==> src/rtl/ris_pkg.sv <==
// shared types and constants for the register interval set
`default_nettype none

package ris_pkg;

    localparam int MAX_INTERVALS_DEF = 64;
    localparam int INDEX_BITS_DEF    = 16;

    typedef enum logic [1:0] {
        ACT_CLEAR = 2'd0,
        ACT_ADD   = 2'd1,
        ACT_QUERY = 2'd2,
        ACT_NONE  = 2'd3
    } action_t;

    typedef enum logic [1:0] {
        CELL_HOLD   = 2'd0,
        CELL_ABSORB = 2'd1,
        CELL_INSERT = 2'd2
    } cell_op_t;

    typedef struct packed {
        action_t      action;
        logic [15:0]  index_low;
        logic [15:0]  index_high;
    } item_t;

    typedef struct packed {
        logic         hit;
        logic [15:0]  interval_end;
        logic         overflow;
        logic [6:0]   interval_count;
    } result_t;

    typedef struct packed {
        logic below;
        logic joins;
        logic hit;
    } cell_stat_t;

endpackage

`default_nettype wire

==> src/rtl/ris_cell.sv <==
// one interval cell: holds one stored interval and shifts with its neighbors
`default_nettype none

module ris_cell
    import ris_pkg::*;
#(
    parameter int INDEX_BITS = INDEX_BITS_DEF
)(
    input  wire                   clk,
    input  wire cell_op_t         op,
    input  wire                   valid,
    input  wire [INDEX_BITS-1:0]  rng_lo,
    input  wire [INDEX_BITS-1:0]  rng_hi,
    input  wire                   prev_below,
    input  wire [INDEX_BITS-1:0]  prev_lo,
    input  wire [INDEX_BITS-1:0]  prev_hi,
    input  wire [INDEX_BITS-1:0]  next_lo,
    input  wire [INDEX_BITS-1:0]  next_hi,
    output logic [INDEX_BITS-1:0] lo,
    output logic [INDEX_BITS-1:0] hi,
    output cell_stat_t            stat
);

    logic [INDEX_BITS-1:0] lo_reg, lo_next;
    logic [INDEX_BITS-1:0] hi_reg, hi_next;
    logic [INDEX_BITS:0]   hi_inc, rhi_inc;

    assign lo = lo_reg;
    assign hi = hi_reg;

    // compares against the pending range, no wrap
    always_comb
    begin
        hi_inc     = {1'b0, hi_reg} + 1'b1;
        rhi_inc    = {1'b0, rng_hi} + 1'b1;
        stat.below = valid && (hi_inc < {1'b0, rng_lo});
        stat.joins = valid && !stat.below && !({1'b0, lo_reg} > rhi_inc);
        stat.hit   = valid && (rng_lo >= lo_reg) && (rng_lo <= hi_reg);
    end

    // shift left to drop an absorbed interval, right to open a slot
    always_comb
    begin
        lo_next = lo_reg;
        hi_next = hi_reg;
        case (op)
            CELL_ABSORB:
            begin
                if (!stat.below)
                begin
                    lo_next = next_lo;
                    hi_next = next_hi;
                end
            end
            CELL_INSERT:
            begin
                if (!stat.below)
                begin
                    if (prev_below)
                    begin
                        lo_next = rng_lo;
                        hi_next = rng_hi;
                    end
                    else
                    begin
                        lo_next = prev_lo;
                        hi_next = prev_hi;
                    end
                end
            end
            default:
            begin
                lo_next = lo_reg;
                hi_next = hi_reg;
            end
        endcase
    end

    always_ff @(posedge clk)
    begin
        lo_reg <= lo_next;
        hi_reg <= hi_next;
    end

endmodule

`default_nettype wire

==> config.mk <==
export PLATFORM = sky130hd
export DESIGN_NAME = ris_cell
export DESIGN_NICKNAME = d
export VERILOG_FILES = /design/src/rtl/ris_pkg.sv /design/src/rtl/ris_cell.sv
export SDC_FILE = /design/constraint.sdc
export NUM_CORES = 1
export LEC_CHECK = 0
export BUFFER_PORTS_ARGS = -buffer_cell sky130_fd_sc_hd__buf_2
export CELL_PAD_IN_SITES_DETAIL_PLACEMENT = 1
export CELL_PAD_IN_SITES_GLOBAL_PLACEMENT = 2
export CORE_MARGIN = 8
export CORE_UTILIZATION = 31
export CTS_CLUSTER_SIZE = 14
export DETAILED_ROUTE_END_ITERATION = 7
export GPL_TIMING_DRIVEN = 0
export PLACE_DENSITY_LB_ADDON = 0.1
export RECOVER_POWER = 25
export SETUP_SLACK_MARGIN = 0.15
export SLEW_MARGIN = 20
export SYNTH_ARGS = -nofsm -noshare
export SYNTH_HDL_FRONTEND = slang
export SYNTH_SLANG_ARGS = --single-unit
export TNS_END_PERCENT = 10
==> constraint.sdc <==
create_clock -name clk -period 10.66 [get_ports clk]
set_input_delay 0.533 -clock clk [delete_from_list [all_inputs] [get_ports clk]]
set_output_delay 0.533 -clock clk [all_outputs]
set_load 0.005 [all_outputs]
==> flow_summary.yaml, run 1 <==
route:
  wl_um: 14000
  vias: 3621
  ant_nets: 0
  wire_per_inst_um: 19.6
  drc_errors: 0
  firstDrtPassIters: 4
  drt_iter0_markers: 184
  via_per_inst: 5.07
synth:
  synth_area_leaders: "edfxtp_1 25%, ha_1 22%, mux2i_1 8.5%"
  synth_area_leader_cell: "edfxtp_1"
  synth_edf_count: 32
  synthCells: 425
  ys_seq_area_share_pct: 25.5
  yosysTopAreaCellShare_pct: 25.5
  mappedNetlistNets: 592
  ys_seq_elements: 32
  synthArstFlopShare_pct: 0
  ys_warn_count: 0
  synth.distinct_cells: 48
  synth.cell_area_sq_um: 3770
  synth-main-ff-cell: "edfxtp_1"
  syn_avg_cell_area_sq_um: 8.87
die:
  num_rows: 40
  core_area_sq_um: 12000
  fp.dieH_um: 126
  die_w_um: 126
  start_util_pct: 31.5
  io_pins: 136
  die_area_sq_um: 15900
final_layout:
  fillers: 1498
  drive_above_1_share_pct: 24.2
  nets: 734
  n_antenna_cell: 0
  layoutNonFillerInstCount: 714
  stdcell_area_sq_um: 4780
  area_delta_synth_final_pct: 26.7
timing:
  max_slew_margin_pct: 64.4
  slew_viol_final: 0
  rsz0062_at_grt: "false"
  fmax_mhz: 237
  setup_viol: 0
  period_minus_slack_ps: 4220
  fin_tns_setup_ps: 0
  finalHoldViolCount: 0
  fin_crit_sh_pct: 39.6
  worstMarginPinSlew_ps: 534
  clock_skew_ps: 2.38
grt:
  gr-usage-all-layers_pct: 17.7
  antenna_found_initial: 0
  grt_pass1_vias: 4144
  grt_pass1_wl_um: 22100
  grt_max_degree: 23
  grt_overflow: 0
clock_network:
  cts_hold_buf: 0
  post-cts-setup-buffers: 0
  clock_tree.htree_level_count: 2
  cts_inserted_buffers: 5
  cts.clk_slew.worst_paths_ps: 50
  post_cts_resized: 0
  clkSinkCount: 32
  insertion_delay_ps: 280
  cts_tree: "done"
  cts_buffer_depth: 2
  clock-root-buffer: "clkbuf_16"
power_and_ir_drop:
  power_uw: 493
  vdd_ir_drop_max_uv: 47.9
  power_density_nw_per_um2: 103
  p_leak_nw: 2.34
critical_path:
  max_stage_delay_ps: 550
  crit_fanout: 7
  cp_cell_sequence: "ha_1 > inv_1 > or4_4 > nor2_1 > xnor2_1 > ha_1 > a21o_1 > or4_1 > o21ai_2 > and3_1 > buf_2"
  path_delay_family: "simple AND/OR/NAND/NOR gates"
  startpoint_type: "flop"
  cp_slowest_cell: "or4_4"
  worstSetupPathType: "flop to output pin"
  arrival_ps: 3690
  critical_path_required_ps: 10130
  cp_common_cell: "ha_1"
  endpoint_kind: "output pin"
  crit_buf_inv: 2
place:
  dp_hpwl_um: 12500
  dpl-instance-area_sq_um: 4660
  portBuffers: 134
  routabilityCongestion: 0.824
  dp.cells: 707
run_status:
  status: "completed"
worst_hold_path:
  hold_path.class: "input port to flop"
job:
  maxCapViolations: 0
==> tightest hold or removal path: stages <==
cell	delay (ps)
buf_2	70
nand2_1	30
o21ai_0	50
==> stage by stage <==
| step | setup WS [ps] | hold WS (ps) | utilization, % |
|---|---|---|---|
| 2_1_floorplan | 6950 | 720 | - |
| 3_3_place_gp | 6150 | 808 | 38.7 |
| 3_5_place_dp | 6660 | 817 | 39.0 |
| 4_1_cts | 6350 | 528 | 40.1 |
| 5_1_grt | 6180 | 535 | 39.9 |
| 6_report | 6440 | 527 | 39.9 |
==> power breakdown <==
part | switching [mW] | internal, mW
registers | 0.0164 | 0.158
logic | 0.102 | 0.0819
clock network | 0.0506 | 0.0847
==> logic make-up (layout without fill, tap and decap cells) <==
group / count (synthesis) / count (layout) / synth area share (%)
simple gates: 114 / 114 / 15.7
compound gates: 86 / 86 / 14.8
fa+ha+maj: 66 / 66 / 21.9
buf+inv: 65 / 207 / 6.57
mux: 33 / 33 / 8.80
flops: 32 / 32 / 25.5
xor+xnor: 29 / 29 / 6.74
==> synth_stat cells, types with 11 or more instances <==
library cell and count:
ha_1 66, inv_1 53, nand2_1 45, o21ai_0 38
edfxtp_1 32, mux2i_1 32, xnor2_1 18, a21oi_1 15
nand3_1 15, nand4_1 15, nor2_1 12, xor2_1 11
==> final timing paths <==
path,start,endpoint,slack [ps],cells past startpoint
hold reg to reg,hi[14],lo[13],1290,4
setup / recovery,hi[0],stat[2],6440,11
setup reg to reg,hi[0],hi[2],6840,11
hold / removal,next_lo[2],lo[2],530,3
==> cell type report <==
cell class | count | area, sq um | area share [%]
Timing Repair Buffer | 135 | 679 | 14.2
Clock buffer | 6 | 129 | 2.70
Inverter | 53 | 199 | 4.17
Clock inverter | 1 | 5.00 | 0.105
Multi-Input combinational cell | 328 | 2570 | 53.8
Tap cell | 147 | 184 | 3.85
Sequential cell | 32 | 961 | 20.1
Buffer | 12 | 48.8 | 1.02
==> per-layer routing <==
metal	vias to the layer above	track usage (%)	routed length, um
li1	1822	-	-
met1	1701	22.7	6580
met2	84	29.7	6590
met3	14	3.12	597
met4	0	5.17	225
met5	-	0	0
==> cell usage in the layout (no fill, tap or decap), drive strengths merged, types with 16 or more instances in the layout <==
cell / instances
buf: 124
clkbuf: 29
edfxtp: 32
ha: 66
inv: 53
mux2i: 32
nand2: 45
nand4: 16
o21ai: 39
xnor2: 18
(Power assumes the default switching activity.)
==> inputs of run 2 (changes only) <==
- CORE_UTILIZATION: 31 -> 29
- clock period: 10.66 -> 4.3 ns (I/O delays scaled with it)
==> run 2 against run 1 <==
Effect of this change: flip-flop and latch count unchanged; power rose to 2.6 times the previous value; sequential share of layout area down 0.22 points; sequential power up 150%; design area up 1.1%; critical path type unchanged; utilization down 1.8 points; hold slack worse by 300 ps; final cell count up 3.6%; highest routed layer unchanged; count of clock-buffer cells in the layout down 1; critical path depth unchanged; first-iteration DRC count down 29%.
==> flow_summary.yaml, run 2 (synthesis results as in run 1) <==
run_status:
  status: "completed"
route:
  firstDrtPassIters: 4
  ant_nets: 0
  wl_um: 14300
  drc_errors: 0
  via_per_inst: 4.96
  drt_iter0_markers: 131
  wire_per_inst_um: 19.3
  vias: 3671
final_layout:
  drive_above_1_share_pct: 23.2
  stdcell_area_sq_um: 4830
  n_antenna_cell: 0
  area_delta_synth_final_pct: 28.1
  final_cell_mix: "117 x buf_2, 66 x ha_1, 53 x inv_1"
  nets: 734
  post-route-util_pct: 38.1
  final_common_cell: "buf_2"
  fillers: 1586
  layoutNonFillerInstCount: 740
timing:
  finalHoldViolCount: 0
  fmax_mhz: 256
  period_minus_slack_ps: 3910
  clock_skew_ps: 3.44
  worstMarginPinSlew_ps: 555
  fin_crit_sh_pct: 90.9
  setup_viol: 0
  rsz0062_at_grt: "false"
  slew_viol_final: 0
  max_slew_margin_pct: 63.0
power_and_ir_drop:
  vdd_ir_drop_max_uv: 123
  power_density_nw_per_um2: 265
  power_mw: 1.28
  p_leak_nw: 2.34
place:
  dp_hpwl_um: 12700
  routabilityCongestion: 0.850
  dp.cells: 732
  portBuffers: 134
  dpl-instance-area_sq_um: 4690
clock_network:
  insertion_delay_ps: 280
  clock-root-buffer: "clkbuf_16"
  clock_tree.htree_level_count: 2
  cts_tree: "done"
  clkSinkCount: 32
  cts_inserted_buffers: 5
  post-cts-setup-buffers: 0
  cts.clk_slew.worst_paths_ps: 50
  cts_buffer_depth: 2
  post_cts_resized: 0
  cts_hold_buf: 0
critical_path:
  cp_common_cell: "ha_1"
  arrival_ps: 3690
  cp_slowest_cell: "or4_4"
  startpoint_type: "flop"
  crit_fanout: 7
  regToRegSetupSlack_ps: 450
  cp_cell_sequence: "ha_1 > inv_1 > or4_4 > nor2_1 > xnor2_1 > ha_1 > a21o_1 > or4_1 > o21ai_2 > and3_1 > buf_2"
  endpoint_kind: "output pin"
  worstSetupPathType: "flop to output pin"
  max_stage_delay_ps: 550
  critical_path_required_ps: 4090
die:
  start_util_pct: 29.8
  die_area_sq_um: 16900
  num_rows: 41
  fp.dieH_um: 130
  io_pins: 136
  core_area_sq_um: 12700
  die_w_um: 130
grt:
  antenna_found_initial: 0
  grt_pass1_vias: 4097
  grt_overflow: 0
  grt_pass1_wl_um: 22200
  gr-usage-all-layers_pct: 17.2
  grt_max_degree: 22
job:
  maxCapViolations: 0
worst_hold_path:
  hold_path.class: "input port to flop"
==> run 2: metrics by stage <==
step	setup WS [ps]	setup TNS, ps	hold WS, ps
finish	392	0	223
global route	184	0	226
global placement	-214	-6790	492
detailed placement	423	0	499
CTS	341	0	210
floorplan	589	0	402
==> run 2: cell type report <==
cell class	count	area, sq um	area share [%]
plain buffers	12	48.8	1.01
clock buffers	5	125	2.59
clock inverters	3	37.5	0.777
inverters	53	199	4.12
multi-input cells	328	2570	53.2
flip-flops and latches	32	961	19.9
well taps	172	215	4.46
repair buffers	135	673	13.9
==> run 2: worst paths after layout <==
| path | depth (start not counted) | startpoint | endpoint |
|---|---|---|---|
| max | 11 | hi[0] | stat[2] |
| min | 3 | next_lo[4] | lo[4] |
| max reg2reg | 11 | hi[0] | lo[3] |
| min reg2reg | 4 | hi[14] | lo[11] |
==> run 2: critical path, delay by kind of cell, from the launching register on <==
family	cells	cell delay (ps)
and+or+nand+nor	4	1440
adders and majority gates	2	580
AOI/OAI and AO/OA	2	530
DFF	1	500
buffers and inverters	2	220
xor gates and xnor gates	1	130
==> run 2: report_power, final <==
group	internal (mW)	leakage, nW	switching, mW	total, mW
clock	0.269	0.0789	0.123	0.392
combinational	0.201	1.95	0.254	0.455
sequential	0.391	0.307	0.0431	0.434
==> run 2: layer usage <==
metal / wire length, um / track usage (%) / vias to the layer above
li1: - / - / 1820
met1: 6870 / 22.6 / 1762
met2: 6650 / 28.9 / 83
met3: 619 / 2.86 / 6
met4: 117 / 3.48 / 0
met5: 0 / 0 / -
==> inputs of run 3 (changes only) <==
--- a/config.mk
+++ b/config.mk
@@ -10,2 +10,3 @@
 export CELL_PAD_IN_SITES_GLOBAL_PLACEMENT = 2
+export CORE_ASPECT_RATIO = 1.2
 export CORE_MARGIN = 8
==> constraint.sdc (replaced) <==
create_clock -name clk -period 4.3 [get_ports clk]
set_input_delay 1.075 -clock clk [delete_from_list [all_inputs] [get_ports clk]]
set_output_delay 1.075 -clock clk [all_outputs]
set_load 0.005 [all_outputs]
==> run 3 against run 2 <==
Effect of this change: the run now ends with negative setup slack left; fmax is 13% lower; count of clock-buffer cells in the layout stayed put; design area increased by 4.9%; utilization increased by 1.9 points; clock skew rose by 1.9 ps; power decreased by 1.8%; hold slack better by 850 ps; critical path depth up 2.
==> flow_summary.yaml, run 3 (synthesis results as in run 1) <==
die:
  die_w_um: 120
  die_area_sq_um: 16900
  core_area_sq_um: 12700
  io_pins: 136
  fp.dieH_um: 141
  start_util_pct: 29.8
  num_rows: 45
timing:
  setup_viol: 2
  finalHoldViolCount: 0
  hold_ws_ps: 1070
  slew_viol_final: 0
  worstMarginPinSlew_ps: 570
  period_minus_slack_ps: 4470
  fin_crit_sh_pct: 104
  rsz0062_at_grt: "true"
  max_slew_margin_pct: 62.0
  clock_skew_ps: 5.30
  worst_slack_ps: -169
  fmax_mhz: 224
route:
  firstDrtPassIters: 4
  ant_nets: 0
  wire_per_inst_um: 19.5
  wl_um: 14600
  vias: 3743
  drc_errors: 0
  drt_iter0_markers: 192
  via_per_inst: 5.00
final_layout:
  final_cell_mix: "116 x buf_2, 64 x ha_1, 53 x inv_1"
  regArea_sq_um: 961
  post-route-util_pct: 40.0
  nets: 751
  fillers: 1581
  n_antenna_cell: 0
  multi_input_area_sq_um: 2670
  final_common_cell: "buf_2"
  layoutNonFillerInstCount: 748
  area_delta_synth_final_pct: 34.5
  drive_above_1_share_pct: 28.8
critical_path:
  cp_cell_sequence: "clkbuf_4 > ha_4 > and3_1 > buf_6 > nand3_2 > xor2_1 > ha_1 > nand4_1 > buf_4 > a311o_1 > a32o_2 > a2bb2oi_2 > buf_2"
  startpoint: "rng_hi[0]"
  startpoint_type: "input port"
  endpoint_kind: "output pin"
  crit_fanout: 6
  worstSetupPathType: "input port to output pin"
  regToRegStartpoint: "hi[0]"
  critical_path_required_ps: 3220
  arrival_ps: 3390
  cp_slowest_cell: "a311o_1"
  max_stage_delay_ps: 340
clock_network:
  cts_buffer_depth: 2
  clkSinkCount: 32
  cts_tree: "done"
  cts.clk_slew.worst_paths_ps: 50
  clock-root-buffer: "clkbuf_16"
  insertion_delay_ps: 280
  cts_inserted_buffers: 5
  clock_tree.htree_level_count: 2
grt:
  grt_max_degree: 22
  grt_pass1_wl_um: 22800
  grt_overflow: 0
  gr-usage-all-layers_pct: 17.3
  antenna_found_initial: 0
  grt_pass1_vias: 4188
worst_hold_path:
  worst_hold_startpoint: "next_lo[2]"
  hold_path.class: "input port to flop"
power_and_ir_drop:
  power_density_nw_per_um2: 248
  vdd_ir_drop_max_uv: 126
  p_leak_nw: 2.45
run_status:
  violations: "negative setup slack"
  status: "finished with violations"
job:
  maxCapViolations: 0
place:
  dp_hpwl_um: 12600
  routabilityCongestion: 0.855
  dp.cells: 724
  portBuffers: 134
==> run 3: changes by cell type in the layout (fill, tap and decap cells not counted), moves of 2 or more <==
cell and delta:
and3_1 -3, nand3_2 +2, and3_4 +3, ha_4 +2, nand3_1 -2, buf_4 +16
buf_8 +3, clkbuf_1 -4, ha_1 -2
==> run 3: through the flow <==
step | worst slack (ps) | TNS, ps | instance area (sq um) | power (mW)
after detailed placement | -682 | -921 | 4680 | 0.905
final | -169 | -259 | 5070 | 1.26
after global placement | -657 | -9690 | 4650 | 0.882
after floorplan | 234 | 0 | 3770 | 0.688
after global routing | -251 | -483 | 5070 | 1.35
after CTS | -194 | -360 | 5000 | 1.26
==> run 3: routing by layer <==
metal / share of wire, % / vias up / routed length [um] / global-route usage (%)
li1: - / 1858 / - / -
met1: 46 / 1784 / 6640 / 21.9
met2: 49 / 91 / 7100 / 29.6
met3: 4.5 / 10 / 656 / 3.12
met4: 1.1 / 0 / 155 / 3.95
met5: 0 / - / 0 / 0
==> run 3: critical path, delay by kind of cell <==
family                     cells  cell delay, ps
and+or+nand+nor                3             390
xor gates and xnor gates       1             150
buffers and inverters          4             580
AOI/OAI and AO/OA              3             720
adders and majority gates      2             470
==> run 3: worst paths after layout <==
check                           endpoint  slack (ps)  depth (start not counted)
worst max-delay path             stat[1]        -170                         13
worst min-delay path               lo[2]        1070                          3
worst max register to register     hi[2]         620                         13
worst min register to register    hi[13]        1330                          4
==> run 3: repair_timing <==
item	CTS	global route
hold buffers	0	0
setup buffers	10	7
pin swaps	9	11
endpoints found under the setup margin	2	2
gates resized for setup	26	9
==> run 3: layout make-up <==
type                    instances  share of cell area, %
plain buffers                  12                   1.11
clock buffers                   5                   2.47
clock inverters                 2                  0.148
inverters                      53                   3.92
multi-input cells             328                   52.6
flip-flops and latches         32                   19.0
well taps                     164                   4.05
repair buffers                152                   16.8
==> run 3: power by group <==
group | total (mW) | switching (mW) | internal [mW] | leakage [nW]
Combinational | 0.499 | 0.268 | 0.231 | 2.08
Clock | 0.328 | 0.121 | 0.207 | 0.0648
Sequential | 0.431 | 0.0403 | 0.391 | 0.307
